--- config.mk ---
export PLATFORM = sky130hd
export DESIGN_NAME = sllm_ctrl
export DESIGN_NICKNAME = d
export VERILOG_FILES = /design/src/hdl/sllm_pkg.sv /design/src/hdl/sllm_ctrl.sv
export SDC_FILE = /design/constraint.sdc
export NUM_CORES = 1
export LEC_CHECK = 0
export BUFFER_PORTS_ARGS = -buffer_cell sky130_fd_sc_hd__buf_2
export CORE_MARGIN = 2
export CORE_UTILIZATION = 49
export DETAILED_ROUTE_END_ITERATION = 7
export MAX_ROUTING_LAYER = met4
export PLACE_DENSITY = 0.83
export SYNTH_ARGS = -nofsm -noshare
export SYNTH_HDL_FRONTEND = slang
export SYNTH_SLANG_ARGS = --single-unit
--- constraint.sdc ---
create_clock -name clk -period 2 [get_ports clk]
set_input_delay 0.4 -clock clk [delete_from_list [all_inputs] [get_ports clk]]
set_output_delay 0.4 -clock clk [all_outputs]
set_load 0.01 [all_outputs]
--- src/hdl/sllm_pkg.sv ---
// shared constants, codes and controller/datapath interface types for the linked list manager
`default_nettype none
package sllm_pkg;

  localparam int NODE_COUNT = 1024;
  localparam int IDX_W      = $clog2(NODE_COUNT);
  localparam int REQ_W      = 2;
  localparam int POS_W      = 10;
  localparam int DATA_W     = 8;
  localparam int STAT_W     = 2;
  localparam int LEN_W      = 10;
  localparam int CMP_W      = ((POS_W > IDX_W) ? POS_W : IDX_W) + 1;

  localparam logic [IDX_W-1:0] FREE_HEAD = '0;
  localparam logic [IDX_W-1:0] LIST_HEAD = IDX_W'(NODE_COUNT - 1);
  localparam logic [IDX_W-1:0] LAST_FREE = IDX_W'(NODE_COUNT - 2);

  localparam logic [REQ_W-1:0] REQ_INSERT = 2'd0;
  localparam logic [REQ_W-1:0] REQ_DELETE = 2'd1;
  localparam logic [REQ_W-1:0] REQ_READ   = 2'd2;

  localparam logic [STAT_W-1:0] ST_OK    = 2'd0;
  localparam logic [STAT_W-1:0] ST_RANGE = 2'd1;
  localparam logic [STAT_W-1:0] ST_FULL  = 2'd2;

  typedef enum logic [1:0] {RA_FREE, RA_K, RA_Q} nx_rsel_t;
  typedef enum logic [1:0] {WA_CLR, WA_FREE, WA_K, WA_J} nx_wsel_t;
  typedef enum logic [1:0] {WD_CLR, WD_Q, WD_J} nx_dsel_t;

  typedef struct packed {
    logic              accept;
    nx_rsel_t          rsel;
    logic              nx_we;
    nx_wsel_t          wsel;
    nx_dsel_t          dsel;
    logic              dt_we;
    logic              clr_step;
    logic              walk_init;
    logic              walk_hop;
    logic              j_load;
    logic              cnt_inc;
    logic              cnt_dec;
    logic              rd_load;
    logic              out_load;
    logic [STAT_W-1:0] status;
  } sllm_cmd_t;

  typedef struct packed {
    logic             clr_done;
    logic [REQ_W-1:0] req;
    logic             pos_ok;
    logic             steps_zero;
    logic             steps_one;
    logic             free_empty;
    logic             out_full;
  } sllm_stat_t;

endpackage
`default_nettype wire

--- src/hdl/sllm_ctrl.sv ---
// controller: memory clear pass and per-request sequencing of the datapath
`default_nettype none
module sllm_ctrl (
  input  wire logic                 clk,
  input  wire logic                 rst,
  input  wire logic                 in_valid,
  output logic                      in_ready,
  input  wire sllm_pkg::sllm_stat_t stat,
  output sllm_pkg::sllm_cmd_t       cmd
);
  import sllm_pkg::*;

  typedef enum logic [3:0] {
    S_CLEAR, S_IDLE, S_CHECK, S_INS_A, S_INS_B, S_WALK_CHK, S_WALK, S_POST,
    S_RD_DATA, S_DEL_B, S_DEL_C, S_DEL_D, S_DEL_E, S_INS_D, S_INS_E, S_FIN
  } state_t;

  state_t            state;
  state_t            state_next;
  logic [STAT_W-1:0] status_code;
  logic [STAT_W-1:0] status_code_next;

  assign in_ready = (state == S_IDLE);

  always_comb begin
    state_next       = state;
    status_code_next = status_code;
    cmd              = '0;
    cmd.status       = status_code;
    case (state)
      S_CLEAR: begin
        cmd.nx_we    = 1'b1;
        cmd.wsel     = WA_CLR;
        cmd.dsel     = WD_CLR;
        cmd.clr_step = 1'b1;
        if (stat.clr_done) begin
          state_next = S_IDLE;
        end
      end
      S_IDLE: begin
        if (in_valid) begin
          cmd.accept       = 1'b1;
          status_code_next = ST_OK;
          state_next       = S_CHECK;
        end
      end
      S_CHECK: begin
        if (stat.req == REQ_INSERT) begin
          if (stat.pos_ok) begin
            cmd.rsel   = RA_FREE;
            state_next = S_INS_A;
          end else begin
            status_code_next = ST_RANGE;
            state_next       = S_FIN;
          end
        end else if (stat.req == REQ_DELETE || stat.req == REQ_READ) begin
          if (stat.pos_ok) begin
            cmd.walk_init = 1'b1;
            state_next    = S_WALK_CHK;
          end else begin
            status_code_next = ST_RANGE;
            state_next       = S_FIN;
          end
        end else begin
          state_next = S_FIN;
        end
      end
      S_INS_A: begin
        if (stat.free_empty) begin
          status_code_next = ST_FULL;
          state_next       = S_FIN;
        end else begin
          cmd.j_load = 1'b1;
          cmd.dt_we  = 1'b1;
          cmd.rsel   = RA_Q;
          state_next = S_INS_B;
        end
      end
      S_INS_B: begin
        cmd.nx_we     = 1'b1;
        cmd.wsel      = WA_FREE;
        cmd.dsel      = WD_Q;
        cmd.walk_init = 1'b1;
        state_next    = S_WALK_CHK;
      end
      S_WALK_CHK: begin
        if (stat.steps_zero) begin
          state_next = S_POST;
        end else begin
          cmd.rsel   = RA_K;
          state_next = S_WALK;
        end
      end
      S_WALK: begin
        cmd.walk_hop = 1'b1;
        if (stat.steps_one) begin
          state_next = S_POST;
        end else begin
          cmd.rsel = RA_Q;
        end
      end
      S_POST: begin
        cmd.rsel = RA_K;
        if (stat.req == REQ_READ) begin
          state_next = S_RD_DATA;
        end else if (stat.req == REQ_DELETE) begin
          state_next = S_DEL_B;
        end else begin
          state_next = S_INS_D;
        end
      end
      S_RD_DATA: begin
        cmd.rd_load = 1'b1;
        state_next  = S_FIN;
      end
      S_DEL_B: begin
        cmd.j_load = 1'b1;
        cmd.rsel   = RA_Q;
        state_next = S_DEL_C;
      end
      S_DEL_C: begin
        cmd.nx_we  = 1'b1;
        cmd.wsel   = WA_K;
        cmd.dsel   = WD_Q;
        cmd.rsel   = RA_FREE;
        state_next = S_DEL_D;
      end
      S_DEL_D: begin
        cmd.nx_we  = 1'b1;
        cmd.wsel   = WA_J;
        cmd.dsel   = WD_Q;
        state_next = S_DEL_E;
      end
      S_DEL_E: begin
        cmd.nx_we   = 1'b1;
        cmd.wsel    = WA_FREE;
        cmd.dsel    = WD_J;
        cmd.cnt_dec = 1'b1;
        state_next  = S_FIN;
      end
      S_INS_D: begin
        cmd.nx_we  = 1'b1;
        cmd.wsel   = WA_J;
        cmd.dsel   = WD_Q;
        state_next = S_INS_E;
      end
      S_INS_E: begin
        cmd.nx_we   = 1'b1;
        cmd.wsel    = WA_K;
        cmd.dsel    = WD_J;
        cmd.cnt_inc = 1'b1;
        state_next  = S_FIN;
      end
      S_FIN: begin
        if (!stat.out_full) begin
          cmd.out_load = 1'b1;
          state_next   = S_IDLE;
        end
      end
      default: begin
        state_next = S_IDLE;
      end
    endcase
  end

  always_ff @(posedge clk) begin
    if (rst) begin
      state       <= S_CLEAR;
      status_code <= ST_OK;
    end else begin
      state       <= state_next;
      status_code <= status_code_next;
    end
  end

  a_clear_closed: assert property (@(posedge clk) disable iff (rst)
    (state == S_CLEAR) |-> !in_ready)
    else $error("request taken during clear pass");

  a_full_only_insert: assert property (@(posedge clk) disable iff (rst)
    (cmd.out_load && cmd.status == ST_FULL) |-> (stat.req == REQ_INSERT))
    else $error("no-free-node status on a non-insert request");

  a_walk_needs_steps: assert property (@(posedge clk) disable iff (rst)
    cmd.walk_hop |-> !stat.steps_zero)
    else $error("walk hop with no steps left");

endmodule
`default_nettype wire

## Word-level counts from Yosys, hierarchy flattened

Cells that the tools add are included.

- Bits in registers: 6
- Bits of input ports: 11
- Output and inout bits: 20
- Word-level logic and storage cells: 73

- Equality and inequality tests: 23
- Muxes and demuxes: 40
- Reductions and logical operators: 8

Operators by type and width:

| operator | number |
|---|---|
| one-hot mux 4 bit (14 select lines) | 1 |
| 2-to-1 mux 4 bit | 10 |
| equality test 4 bit, second input constant | 8 |
| one-hot mux 5 bit (6 select lines) | 1 |
| equality test 4 x 3 -> 1 bit, second input constant | 4 |
| 2-to-1 mux 1 bit | 16 |
| 2-to-1 mux 2 bit | 7 |
| inequality test 2 bit, second input constant | 5 |
| one-hot mux 2 bit (5 select lines) | 1 |
| equality test 4 x 2 -> 1 bit, second input constant | 2 |
| AND reduction 4 bit | 2 |
| one-hot mux 2 bit (3 select lines) | 1 |
| equality test 4 x 1 -> 1 bit, second input constant | 1 |
| logical NOT 4 bit | 1 |
| one-hot mux 1 bit (2 select lines) | 2 |
| 2-to-1 mux 3 bit | 1 |
| inequality test 3 bit, second input constant | 1 |
| nonzero test 3 bit | 1 |
| OR reduction 3 bit | 1 |
| equality test 2 x 1 -> 1 bit, second input constant | 1 |
| equality test 2 bit, second input constant | 1 |
| logical NOT 2 bit | 1 |
| OR reduction 2 bit | 1 |
| logical OR 1 bit | 1 |

## Longest topological paths before layout

Gate-level depths: netlist (run 1).

- Depth in word-level cells: 5
- Depth in mapped cells: 7

## Least setup slack after synthesis (run 1)

OpenSTA, ideal clock, no wires.

- Kind: input to output
- Start point: in stat[5] in the netlist's numbering
- End point: out cmd[8] in the netlist's numbering
- Arrival time: 1409 ps
- Required time: 1600 ps
- Path slack: 191 ps
- Cell stages on the path: 5
- Path buffers: 0
- Cells stage by stage: inv_1 > ha_1 > nor4bb_1 > nand2_1 > a21boi_0

RTL lines:

| what | line | RTL |
|---|---|---|
| from (decl) | sllm_ctrl.sv:8 | `input wire sllm_pkg::sllm_stat_t stat,` |
| to (decl) | sllm_ctrl.sv:9 | `output sllm_pkg::sllm_cmd_t cmd` |

==> reports/metrics.cfg, run 1 <==
[die]
start_util_pct = 52.90
rows = 13
die_w_microns = 41.72
core_sq_um = 1318
die-area_sq_um = 1740
io_pins = 31
die_h_microns = 41.72

[synth]
synth_area_per_cell_sq_um = 6.575
synth.area.top_cells = dfxtp_1, nor2_1, nand2_1
netlist.area_leader.share_pct = 17.24
post_synth_num_cell_types = 41
ys_async_sr_fraction_pct = 0
synth_area_sq_um = 696.9
syn-instance-count = 106
ys_warn_count = 0
synth_nets = 120
synthFlopType = dfxtp_1
synth-edff-count = 0
synth_top_cell_by_area = dfxtp_1
ys_seq_area_share_pct = 17.24
ys_seq_elements = 6

[sta]
fmax_mhz = 521.2
final_hold_viol_count = 0
setup_violations = 0
final.period_utilization_pct = 95.94
worstMarginPinSlew_ns = 0.5680
post-route-min-period_ns = 1.919
grt_setup_unrepaired = false
slew_viol_final = 0
max_slew_margin_pct = 61.15
finalClockSkew_ns = 0.007468
setup_tns_ns = 0
setup_slack_ns = 0.08125

[clock_network]
cts_tree = built
cts-root-buf = clkbuf_4
cts.path.max_buffers = 2
numCtsBuffers = 3
worst_skew_pair.late_latency_ns = 0.25
htree_levels = 1
clk_pin_slew_worst_paths_ns = 0.05
clock-sinks = 6
cts.hold.buffers_added = 0

[placed_design]
dp_worst_setup_slack_ns = 0.004457
dp.cells = 151
globalplace.congestion = 0.9087
io_buffers = 30
dp_hpwl_microns = 1596

[worst_setup_path]
critical_path_class = reg -> out
endpoint_kind = primary output
critPathCapture = cmd[17]
r2r_end = state[1]$_SDFFE_PP0P_
critPathMaxStageDelay_ns = 0.51
cp.required_ns = 1.60
slowest_stage = dfxtp_1
r2r_setup_slack_ns = 0.39
r2r_cells = 6
arrival_ns = 1.52
crit_chain = nand2b_1, nor3_1, or2_2, buf_2
startpoint_type = register
worstSetupStartpoint = state[0]$_SDFFE_PP0P_
r2r_start = state[2]$_SDFFE_PP0P_
crit_cells = 4
worstPathMaxFanout = 9
worst-path-buf-inv = 1
cpLargestDelayFamily = simple AND/OR/NAND/NOR gates

[layout]
nets = 155
final_cells = 154
diodes = 0
area_growth_pct = 32.14
drive_above_1_share_pct = 34.53

[pwr]
pwr-share-comb_pct = 32.4
clockPowerShare_pct = 31.0
pwr-share-seq_pct = 36.6
p_per_area_nw_per_um2 = 401.4
leakagePower_uw = 0.0004436
p_sw_uw = 122.8
power_switching_share_pct = 33.23
max-vdd-ir-drop_v = 0.0004045
intPower_uw = 246.8

[routing]
post_drt_via_cell_ratio = 5.682
wl_per_cell_microns = 13.67
drc = 0
initialDrtViolationCount = 21
routed_wl_microns = 2105
via_count = 875
drt_first_pass_iters = 4
ant_nets = 0

[global_route]
grt_pass1_wl_microns = 3505
grt_max_degree = 24
grt_pass1_vias = 779
antenna_found_initial = 0
grtUsageTotal_pct = 26.52
overflow = 0

[worst_hold_path]
hold_path.class = in -> reg

[flow_run]
max_cap_viol_count = 0

[run_status]
outcome = finished, final reports clean

-- per-layer routing --
metal	part of all wire, %	wire (microns)	GRT usage [%]	vias up
met2	50	1047	43.44	34
met3	6.2	130	5.652	7
met4	1.3	28	10.32	0
li1	-	-	-	444
met5	0	0	-	-
met1	43	899	31.56	390
-- cell usage in the layout (no fill, tap or decap), drive strengths merged, types with 2 or more instances in the layout --
master and n:
nor4 2, inv 6, a21oi 8, nand2 13, nor2b 2, dfxtp 6, nor3 8, nand3 2
nand2b 2, buf 37, ha 3, mux2i 2, nand4 2, clkbuf 3, o21ai 8, nor2 14
-- worst min-delay path by stage --
stage	startpoint	to	slack (ns)	cells past startpoint
6_report	rst	state[2]$_SDFFE_PP0P_	0.39	2
5_1_grt	rst	state[2]$_SDFFE_PP0P_	0.39	2
4_1_cts	rst	state[2]$_SDFFE_PP0P_	0.38	2
3_5_place_dp	status_code[1]$_SDFFE_PP0P_	status_code[1]$_SDFFE_PP0P_	0.45	2
3_3_place_gp	status_code[1]$_SDFFE_PP0P_	status_code[1]$_SDFFE_PP0P_	0.44	2
2_1_floorplan	rst	state[1]$_SDFFE_PP0P_	0.47	1
-- worst reg2reg max path: stages (launching register included) --
cell and delay (ns):
dfxtp_2 0.59, buf_4 0.21, nor3_1 0.05, o21a_1 0.20, nor3_2 0.21, nand3_1 0.10
a21oi_1 0.17
-- timing repair --
action / in CTS / in global routing
setup buffers: 0 / 0
pin swaps: 0 / 1
resized for setup: 3 / 2
gates cloned: 0 / 0
setup endpoints to repair: 8 / 2
-- synth_stat cells, types with 2 or more instances --
cell,number
a21oi_1,8
nand2b_1,2
nand2_1,13
nor4_1,2
nor3_1,7
mux2i_1,2
nor2_1,14
nand3_1,2
ha_1,3
o21ai_0,7
nor2b_1,2
clkbuf_1,2
inv_1,5
nand4_1,2
buf_2,4
dfxtp_1,6
-- sequential cells by signal, indices dropped and copies added (netlist names) --
name	flops
state	4
status_code	2
-- final cells by class --
cell class              count  area [sq um]
well taps                  15         18.77
clock buffers               3         22.52
inverters                   6         22.52
flip-flops and latches      6         123.9
repair buffers             37         202.7
fillers                   122         396.6
multi-input cells          87         530.5
-- stage by stage --
step / utilization (%) / power [uW] / hold slack (ns) / instance area (sq um)
floorplan: - / 204.4 / 0.4691 / 696.9
global placement: 66.76 / 247.3 / 0.4413 / 879.6
detailed placement: 66.76 / 251.2 / 0.4480 / 879.6
CTS: 69.14 / 367.7 / 0.3768 / 910.9
global route: 69.90 / 394.8 / 0.3922 / 920.9
finish: 69.90 / 369.6 / 0.3854 / 920.9
-- cell families after synthesis --
kind of cell | Yosys count | share of synthesized area [%]
adders and majority gates | 3 | 5.387
muxes | 3 | 4.488
AOI/OAI and AO/OA | 28 | 25.50
DFF | 6 | 17.24
and+or+nand+nor | 51 | 36.09
buffers and inverters | 13 | 8.797
xor gates and xnor gates | 2 | 2.514
-- power groups by stage --
stage | Sequential, uW | Combinational (uW) | Clock [uW]
2_1_floorplan | 130 | 74.7 | 0
3_3_place_gp | 136 | 111 | 0
3_5_place_dp | 136 | 115 | 0
4_1_cts | 135 | 116 | 117
5_1_grt | 136 | 133 | 126
6_report | 135 | 120 | 114
(Power assumes the default switching activity.)
==> run 2, diff against run 1 <==
--- a/config.mk
+++ b/config.mk
@@ -11,6 +11,7 @@
 export DETAILED_ROUTE_END_ITERATION = 7
 export MAX_ROUTING_LAYER = met4
 export PLACE_DENSITY = 0.83
+export SETUP_SLACK_MARGIN = 0.15
 export SYNTH_ARGS = -nofsm -noshare
 export SYNTH_HDL_FRONTEND = slang
 export SYNTH_SLANG_ARGS = --single-unit
==> run 2 against run 1 <==
Net effect: sequential cell count unchanged; count of clock-buffer cells in the layout did not move; core utilization rose by 3.6 points; first-iteration DRC count increased by 95%; routed wire length rose by 5.1%; largest cell class unchanged; highest routed layer unchanged.
==> reports/metrics.cfg, run 2 (synthesized netlist as in run 1, its figures left out) <==
[pwr]
pwr-share-seq_pct = 35.1  ; was 36.6%
pwr-share-comb_pct = 33.8  ; was 32.4%
power_switching_share_pct = 34.26  ; was 33.23%
clockPowerShare_pct = 31.0  ; about the same
design_power_total_uw = 379.0  ; was 369.6 uW
intPower_uw = 249.2  ; was 246.8 uW
p_per_area_nw_per_um2 = 391.4  ; was 401.4 nW/um^2
max-vdd-ir-drop_v = 0.0004270  ; was 0.0004045 V
leakagePower_uw = 0.0004489  ; was 0.0004436 uW
p_sw_uw = 129.8  ; was 122.8 uW

[sta]
setup_violations = 0  ; unchanged
worstMarginPinSlew_ns = 0.5688  ; was 0.5680 ns
fmax_mhz = 550.4  ; was 521.2 MHz
grt_setup_unrepaired = true  ; was false
max_slew_margin_pct = 61.10  ; was 61.15%
post-route-min-period_ns = 1.817  ; was 1.919 ns
final_hold_viol_count = 0  ; unchanged
slew_viol_final = 0  ; unchanged
final.period_utilization_pct = 90.85  ; was 95.94%
finalClockSkew_ns = 0.01037  ; was 0.007468 ns
setup_slack_ns = 0.1830  ; was 0.08125 ns
setup_tns_ns = 0  ; unchanged

[worst_setup_path]
critPathMaxStageDelay_ns = 0.26  ; was 0.51 ns
worstPathMaxFanout = 3  ; was 9
crit_chain = buf_4, inv_2, ha_4, nor4bb_4, nand2_1, a21boi_1, buf_2  ; was nand2b_1, nor3_1, or2_2, buf_2
startpoint_type = input pin  ; was register
critical_path_class = in -> out  ; was reg -> out
endpoint_kind = primary output  ; unchanged
slowest_stage = ha_4  ; was dfxtp_1
cp.required_ns = 1.60  ; about the same
arrival_ns = 1.42  ; was 1.52 ns

[global_route]
grt_max_degree = 24  ; unchanged
grtUsageTotal_pct = 26.89  ; was 26.52%
grt_pass1_vias = 786  ; was 779
overflow = 0  ; unchanged
antenna_found_initial = 0  ; unchanged
grt_pass1_wl_microns = 3553  ; was 3505 microns

[layout]
top_register = state  ; unchanged
regArea_sq_um = 132.6  ; was 123.9 sq um
area_growth_pct = 38.96  ; was 32.14%
final_common_cell = buf_2  ; unchanged
nets = 155  ; unchanged
multi_input_area_sq_um = 561.8  ; was 530.5 sq um
final_cell_mix = buf_2, nor2_1, nand2_1, buf_4  ; was buf_2, nor2_1, nand2_1, a21oi_1
diodes = 0  ; unchanged
fillers = 106  ; was 122
drive_above_1_share_pct = 41.01  ; was 34.53%
largest_register_ffs = 4  ; unchanged
fin_area_sq_um = 968.4  ; was 920.9 sq um
reg_top3 = state: 4 flops, status_code: 2 flops  ; unchanged

[run_status]
outcome = finished, final reports clean  ; unchanged

[clock_network]
numCtsBuffers = 3  ; unchanged
clock-sinks = 6  ; unchanged
clk_pin_slew_worst_paths_ns = 0.05  ; about the same
worst_skew_pair.late_latency_ns = 0.26  ; was 0.25 ns
cts-root-buf = clkbuf_4  ; unchanged
cts.path.max_buffers = 2  ; unchanged
post_cts_buffers = 0  ; unchanged
cts_tree = built  ; unchanged
cts.hold.buffers_added = 0  ; unchanged
htree_levels = 1  ; unchanged

[die]
rows = 13  ; unchanged
die_h_microns = 41.72  ; unchanged
io_pins = 31  ; unchanged
die_w_microns = 41.72  ; unchanged
start_util_pct = 52.90  ; unchanged
die-area_sq_um = 1740  ; unchanged
core_sq_um = 1318  ; unchanged

[placed_design]
dp_hpwl_microns = 1596  ; unchanged
globalplace.congestion = 0.9087  ; unchanged
place_area_sq_um = 879.6  ; unchanged
dp_worst_setup_slack_ns = 0.004457  ; unchanged
io_buffers = 30  ; unchanged

[routing]
drc = 0  ; unchanged
via_count = 903  ; was 875
routed_wl_microns = 2212  ; was 2105 microns
dr_wl_met2_microns = 1135  ; was 1047 microns
ant_nets = 0  ; unchanged
met3WireLength_microns = 160  ; was 130 microns
post_drt_via_cell_ratio = 5.864  ; was 5.682
drt_first_pass_iters = 4  ; unchanged
top_layer_used = met4  ; unchanged
initialDrtViolationCount = 41  ; was 21
wl_met1_microns = 902  ; was 899 microns
wl_per_cell_microns = 14.36  ; was 13.67 microns

[flow_run]
max_cap_viol_count = 0  ; unchanged

[worst_hold_path]
hold_path.class = in -> reg  ; unchanged

run 2: cell count changes in the layout (fill, tap and decap cells not counted), moves of 2 or more:
cell     before  now
buf_2        30   28
buf_4         7    9
dfxtp_2       3    1
dfxtp_4       0    3
inv_1         5    3
nor3_1        7    5
nor3_2        1    3
run 2: through the flow:
step	cells	utilization (%)	hold slack (ns)
2_1_floorplan	106	-	0.4691
4_1_cts	154	70.18	0.3768
3_5_place_dp	151	66.76	0.4480
3_3_place_gp	151	66.76	0.4413
6_report	154	73.50	0.3860
5_1_grt	154	73.50	0.3891
run 2: critical path, delay by kind of cell:
kind,cells,cell delay (ns)
and+or+nand+nor,2,0.32
buffers and inverters,3,0.29
adders and majority gates,1,0.26
AOI/OAI and AO/OA,1,0.14
run 2: timing repair:
action / in CTS / in global routing
pin swaps: 1 / 2
endpoints found under the setup margin: 15 / 9
hold endpoints to repair: 0 / 0
gates resized for setup: 8 / 13
run 2: routing by layer:
layer / global-route usage [%] / up-vias
met5: - / -
met2: 43.13 / 44
li1: - / 449
met3: 6.087 / 4
met4: 12.90 / 0
met1: 31.56 / 406
run 2: path summary, 6_finish.rpt:
check | cells past startpoint | slack (ns) | startpoint | end
setup / recovery | 7 | 0.18 | stat[6] | cmd[8]
hold / removal | 2 | 0.39 | rst | state[2]$_SDFFE_PP0P_
setup reg to reg | 6 | 0.44 | state[2]$_SDFFE_PP0P_ | state[1]$_SDFFE_PP0P_
hold reg to reg | 2 | 0.46 | status_code[1]$_SDFFE_PP0P_ | status_code[1]$_SDFFE_PP0P_
run 2: power groups by stage:
stage	Combinational [uW]	Clock (uW)	Sequential [uW]
2_1_floorplan	74.7	0	130
3_3_place_gp	111	0	136
3_5_place_dp	115	0	136
4_1_cts	119	117	134
5_1_grt	141	127	134
6_report	128	118	133
run 2: layout make-up:
type                    count  share of cell area (%)
multi-input cells          87                   58.01
repair buffers             37                   21.45
flip-flops and latches      6                   13.70
inverters                   6                   2.584
clock buffers               3                   2.326
well taps                  15                   1.938
==> run 3, diff against run 2 <==
--- a/config.mk
+++ b/config.mk
@@ -6,12 +6,12 @@
 export NUM_CORES = 1
 export LEC_CHECK = 0
 export BUFFER_PORTS_ARGS = -buffer_cell sky130_fd_sc_hd__buf_2
-export CORE_MARGIN = 2
 export CORE_UTILIZATION = 49
 export DETAILED_ROUTE_END_ITERATION = 7
 export MAX_ROUTING_LAYER = met4
 export PLACE_DENSITY = 0.83
 export SETUP_SLACK_MARGIN = 0.15
+export SLEW_MARGIN = 10
 export SYNTH_ARGS = -nofsm -noshare
 export SYNTH_HDL_FRONTEND = slang
 export SYNTH_SLANG_ARGS = --single-unit
==> run 3 against run 2 <==
Net effect: register-to-register slack better by 0.02 ns; worst setup slack worse by 0.014 ns; cell count up 1.9%; worst hold slack worse by 0.0048 ns; total power up 0.60%; sequential cell count unchanged; sequential power about the same; via count up 5.1%; core utilization up 2.3 points; clock power about the same; combinational power about the same.
==> reports/metrics.cfg, run 3 (synthesized netlist as in run 1, its figures left out) <==
[routing]
met3WireLength_microns = 238  ; was 160 microns
post_drt_via_cell_ratio = 6.045  ; was 5.864
via_count = 949  ; was 903
top_layer_used = met4  ; unchanged
dr_wl_met2_microns = 1075  ; was 1135 microns
wl_per_cell_microns = 14.38  ; was 14.36 microns
routed_wl_microns = 2257  ; was 2212 microns
drt_first_pass_iters = 8  ; was 4
ant_nets = 0  ; unchanged
drc = 0  ; unchanged
wl_met1_microns = 896  ; was 902 microns
initialDrtViolationCount = 54  ; was 41

[layout]
final_core_util_pct = 75.78  ; was 73.50%
area_growth_pct = 43.27  ; was 38.96%
fin_area_sq_um = 998.5  ; was 968.4 sq um
final_cells = 157  ; was 154
regArea_sq_um = 132.6  ; unchanged
top_register = state  ; unchanged
drive_above_1_share_pct = 41.55  ; was 41.01%
final_cell_mix = buf_2, nor2_1, nand2_1, buf_4  ; unchanged
nets = 158  ; was 155
multi_input_area_sq_um = 565.5  ; was 561.8 sq um
reg_top3 = state: 4 flops, status_code: 2 flops  ; unchanged
diodes = 0  ; unchanged
final_common_cell = buf_2  ; unchanged
fillers = 104  ; was 106
largest_register_ffs = 4  ; unchanged

[global_route]
grt_pass1_vias = 674  ; was 786
antenna_found_initial = 0  ; unchanged
overflow = 0  ; unchanged
grt_pass1_wl_microns = 3063  ; was 3553 microns
grtUsageTotal_pct = 29.26  ; was 26.89%
grt_max_degree = 18  ; was 24

[sta]
max_slew_margin_pct = 57.93  ; was 61.10%
final_hold_viol_count = 0  ; unchanged
final.period_utilization_pct = 91.54  ; was 90.85%
fmax_mhz = 546.2  ; was 550.4 MHz
worstMarginPinSlew_ns = 0.6151  ; was 0.5688 ns
setup_tns_ns = 0  ; unchanged
slew_viol_final = 0  ; unchanged
finalClockSkew_ns = 0.02039  ; was 0.01037 ns
setup_violations = 0  ; unchanged
grt_setup_unrepaired = true  ; unchanged
post-route-min-period_ns = 1.831  ; was 1.817 ns

[flow_run]
max_cap_viol_count = 0  ; unchanged

[placed_design]
io_buffers = 30  ; unchanged
place_area_sq_um = 887.1  ; was 879.6 sq um
globalplace.congestion = 0.9400  ; was 0.9087
dp.cells = 152  ; was 151
dp_hpwl_microns = 1530  ; was 1596 microns

[worst_setup_path]
cpLargestDelayFamily = simple AND/OR/NAND/NOR gates  ; unchanged
critical_path_class = in -> out  ; unchanged
r2r_end = state[2]$_SDFFE_PP0P_  ; was state[1]$_SDFFE_PP0P_
critPathMaxStageDelay_ns = 0.27  ; was 0.26 ns
worst-path-buf-inv = 3  ; unchanged
cp.required_ns = 1.60  ; about the same
r2r_setup_slack_ns = 0.46  ; was 0.44 ns
crit_chain = buf_2, inv_1, ha_4, nor4bb_4, nand2_1, a21boi_2, buf_2  ; was buf_4, inv_2, ha_4, nor4bb_4, nand2_1, a21boi_1, buf_2
worstPathMaxFanout = 3  ; unchanged
r2r_cells = 5  ; was 6
crit_top_cell = buf_2
r2r_start = state[1]$_SDFFE_PP0P_  ; was state[2]$_SDFFE_PP0P_
endpoint_kind = primary output  ; unchanged
arrival_ns = 1.43  ; was 1.42 ns
worstSetupStartpoint = stat[6]  ; unchanged
startpoint_type = input pin  ; unchanged
crit_cells = 7  ; unchanged
slowest_stage = ha_4  ; unchanged

[clock_network]
clk_pin_slew_worst_paths_ns = 0.06  ; was 0.05 ns
cts-root-buf = clkbuf_4  ; unchanged
cts.hold.buffers_added = 0  ; unchanged
worst_skew_pair.late_latency_ns = 0.26  ; about the same
htree_levels = 1  ; unchanged
numCtsBuffers = 3  ; unchanged
cts.path.max_buffers = 2  ; unchanged
cts_tree = built  ; unchanged
clock-sinks = 6  ; unchanged

[pwr]
design_power_total_uw = 381.3  ; was 379.0 uW
max-vdd-ir-drop_v = 0.0004069  ; was 0.0004270 V
leakagePower_uw = 0.0004635  ; was 0.0004489 uW
p_per_area_nw_per_um2 = 381.9  ; was 391.4 nW/um^2

[die]
die-area_sq_um = 1577  ; was 1740 sq um
io_pins = 31  ; unchanged
die_h_microns = 39.72  ; was 41.72 microns
rows = 13  ; unchanged
start_util_pct = 52.90  ; unchanged
core_sq_um = 1318  ; unchanged
die_w_microns = 39.72  ; was 41.72 microns

[worst_hold_path]
hp-start = rst  ; unchanged
hold_path.class = in -> reg  ; unchanged
hold_depth = 2  ; unchanged
holdPathEnd = state[1]$_SDFFE_PP0P_  ; was state[2]$_SDFFE_PP0P_

[run_status]
outcome = finished, final reports clean  ; unchanged

-- run 3: repair_timing --
item | 4_1_cts | 5_1_grt
setup buffers | 0 | 2
endpoints found under the setup margin | 10 | 4
pin swaps | 1 | 2
gates resized for setup | 7 | 14
-- run 3: area by class of cell --
type                       instances  area share, %
multi-input combinational         87          56.64
tap                               15          1.880
inverter                           6          2.757
timing repair buffer              40          23.18
sequential                         6          13.28
clock buffer                       3          2.256
-- run 3: worst max path at each step --
| stage | end | slack [ns] |
|---|---|---|
| CTS | cmd[8] | 0.13 |
| global route | cmd[17] | 0.09 |
| finish | cmd[8] | 0.17 |
| global placement | cmd[8] | 0.05 |
| floorplan | cmd[8] | 0.19 |
| detailed placement | cmd[8] | -0.01 |
-- run 3: report_power, final --
| group | switching (uW) | internal (uW) |
|---|---|---|
| logic | 69.6 | 60.7 |
| clock network | 49.7 | 68.3 |
| registers | 11.6 | 121 |
| total | 131 | 250 |
-- run 3: per-layer routing --
layer | track usage [%] | up-vias
met4 | 3.448 | 0
met5 | - | -
met1 | 39.26 | 416
met2 | 43.44 | 72
li1 | - | 451
met3 | 9.659 | 10
-- run 3: stage by stage --
step	hold slack, ns	worst slack (ns)
2_1_floorplan	0.4691	0.1913
3_3_place_gp	0.4410	0.04787
3_5_place_dp	0.4468	-0.01111
4_1_cts	0.3788	0.1262
5_1_grt	0.3825	0.09367
6_report	0.3812	0.1691
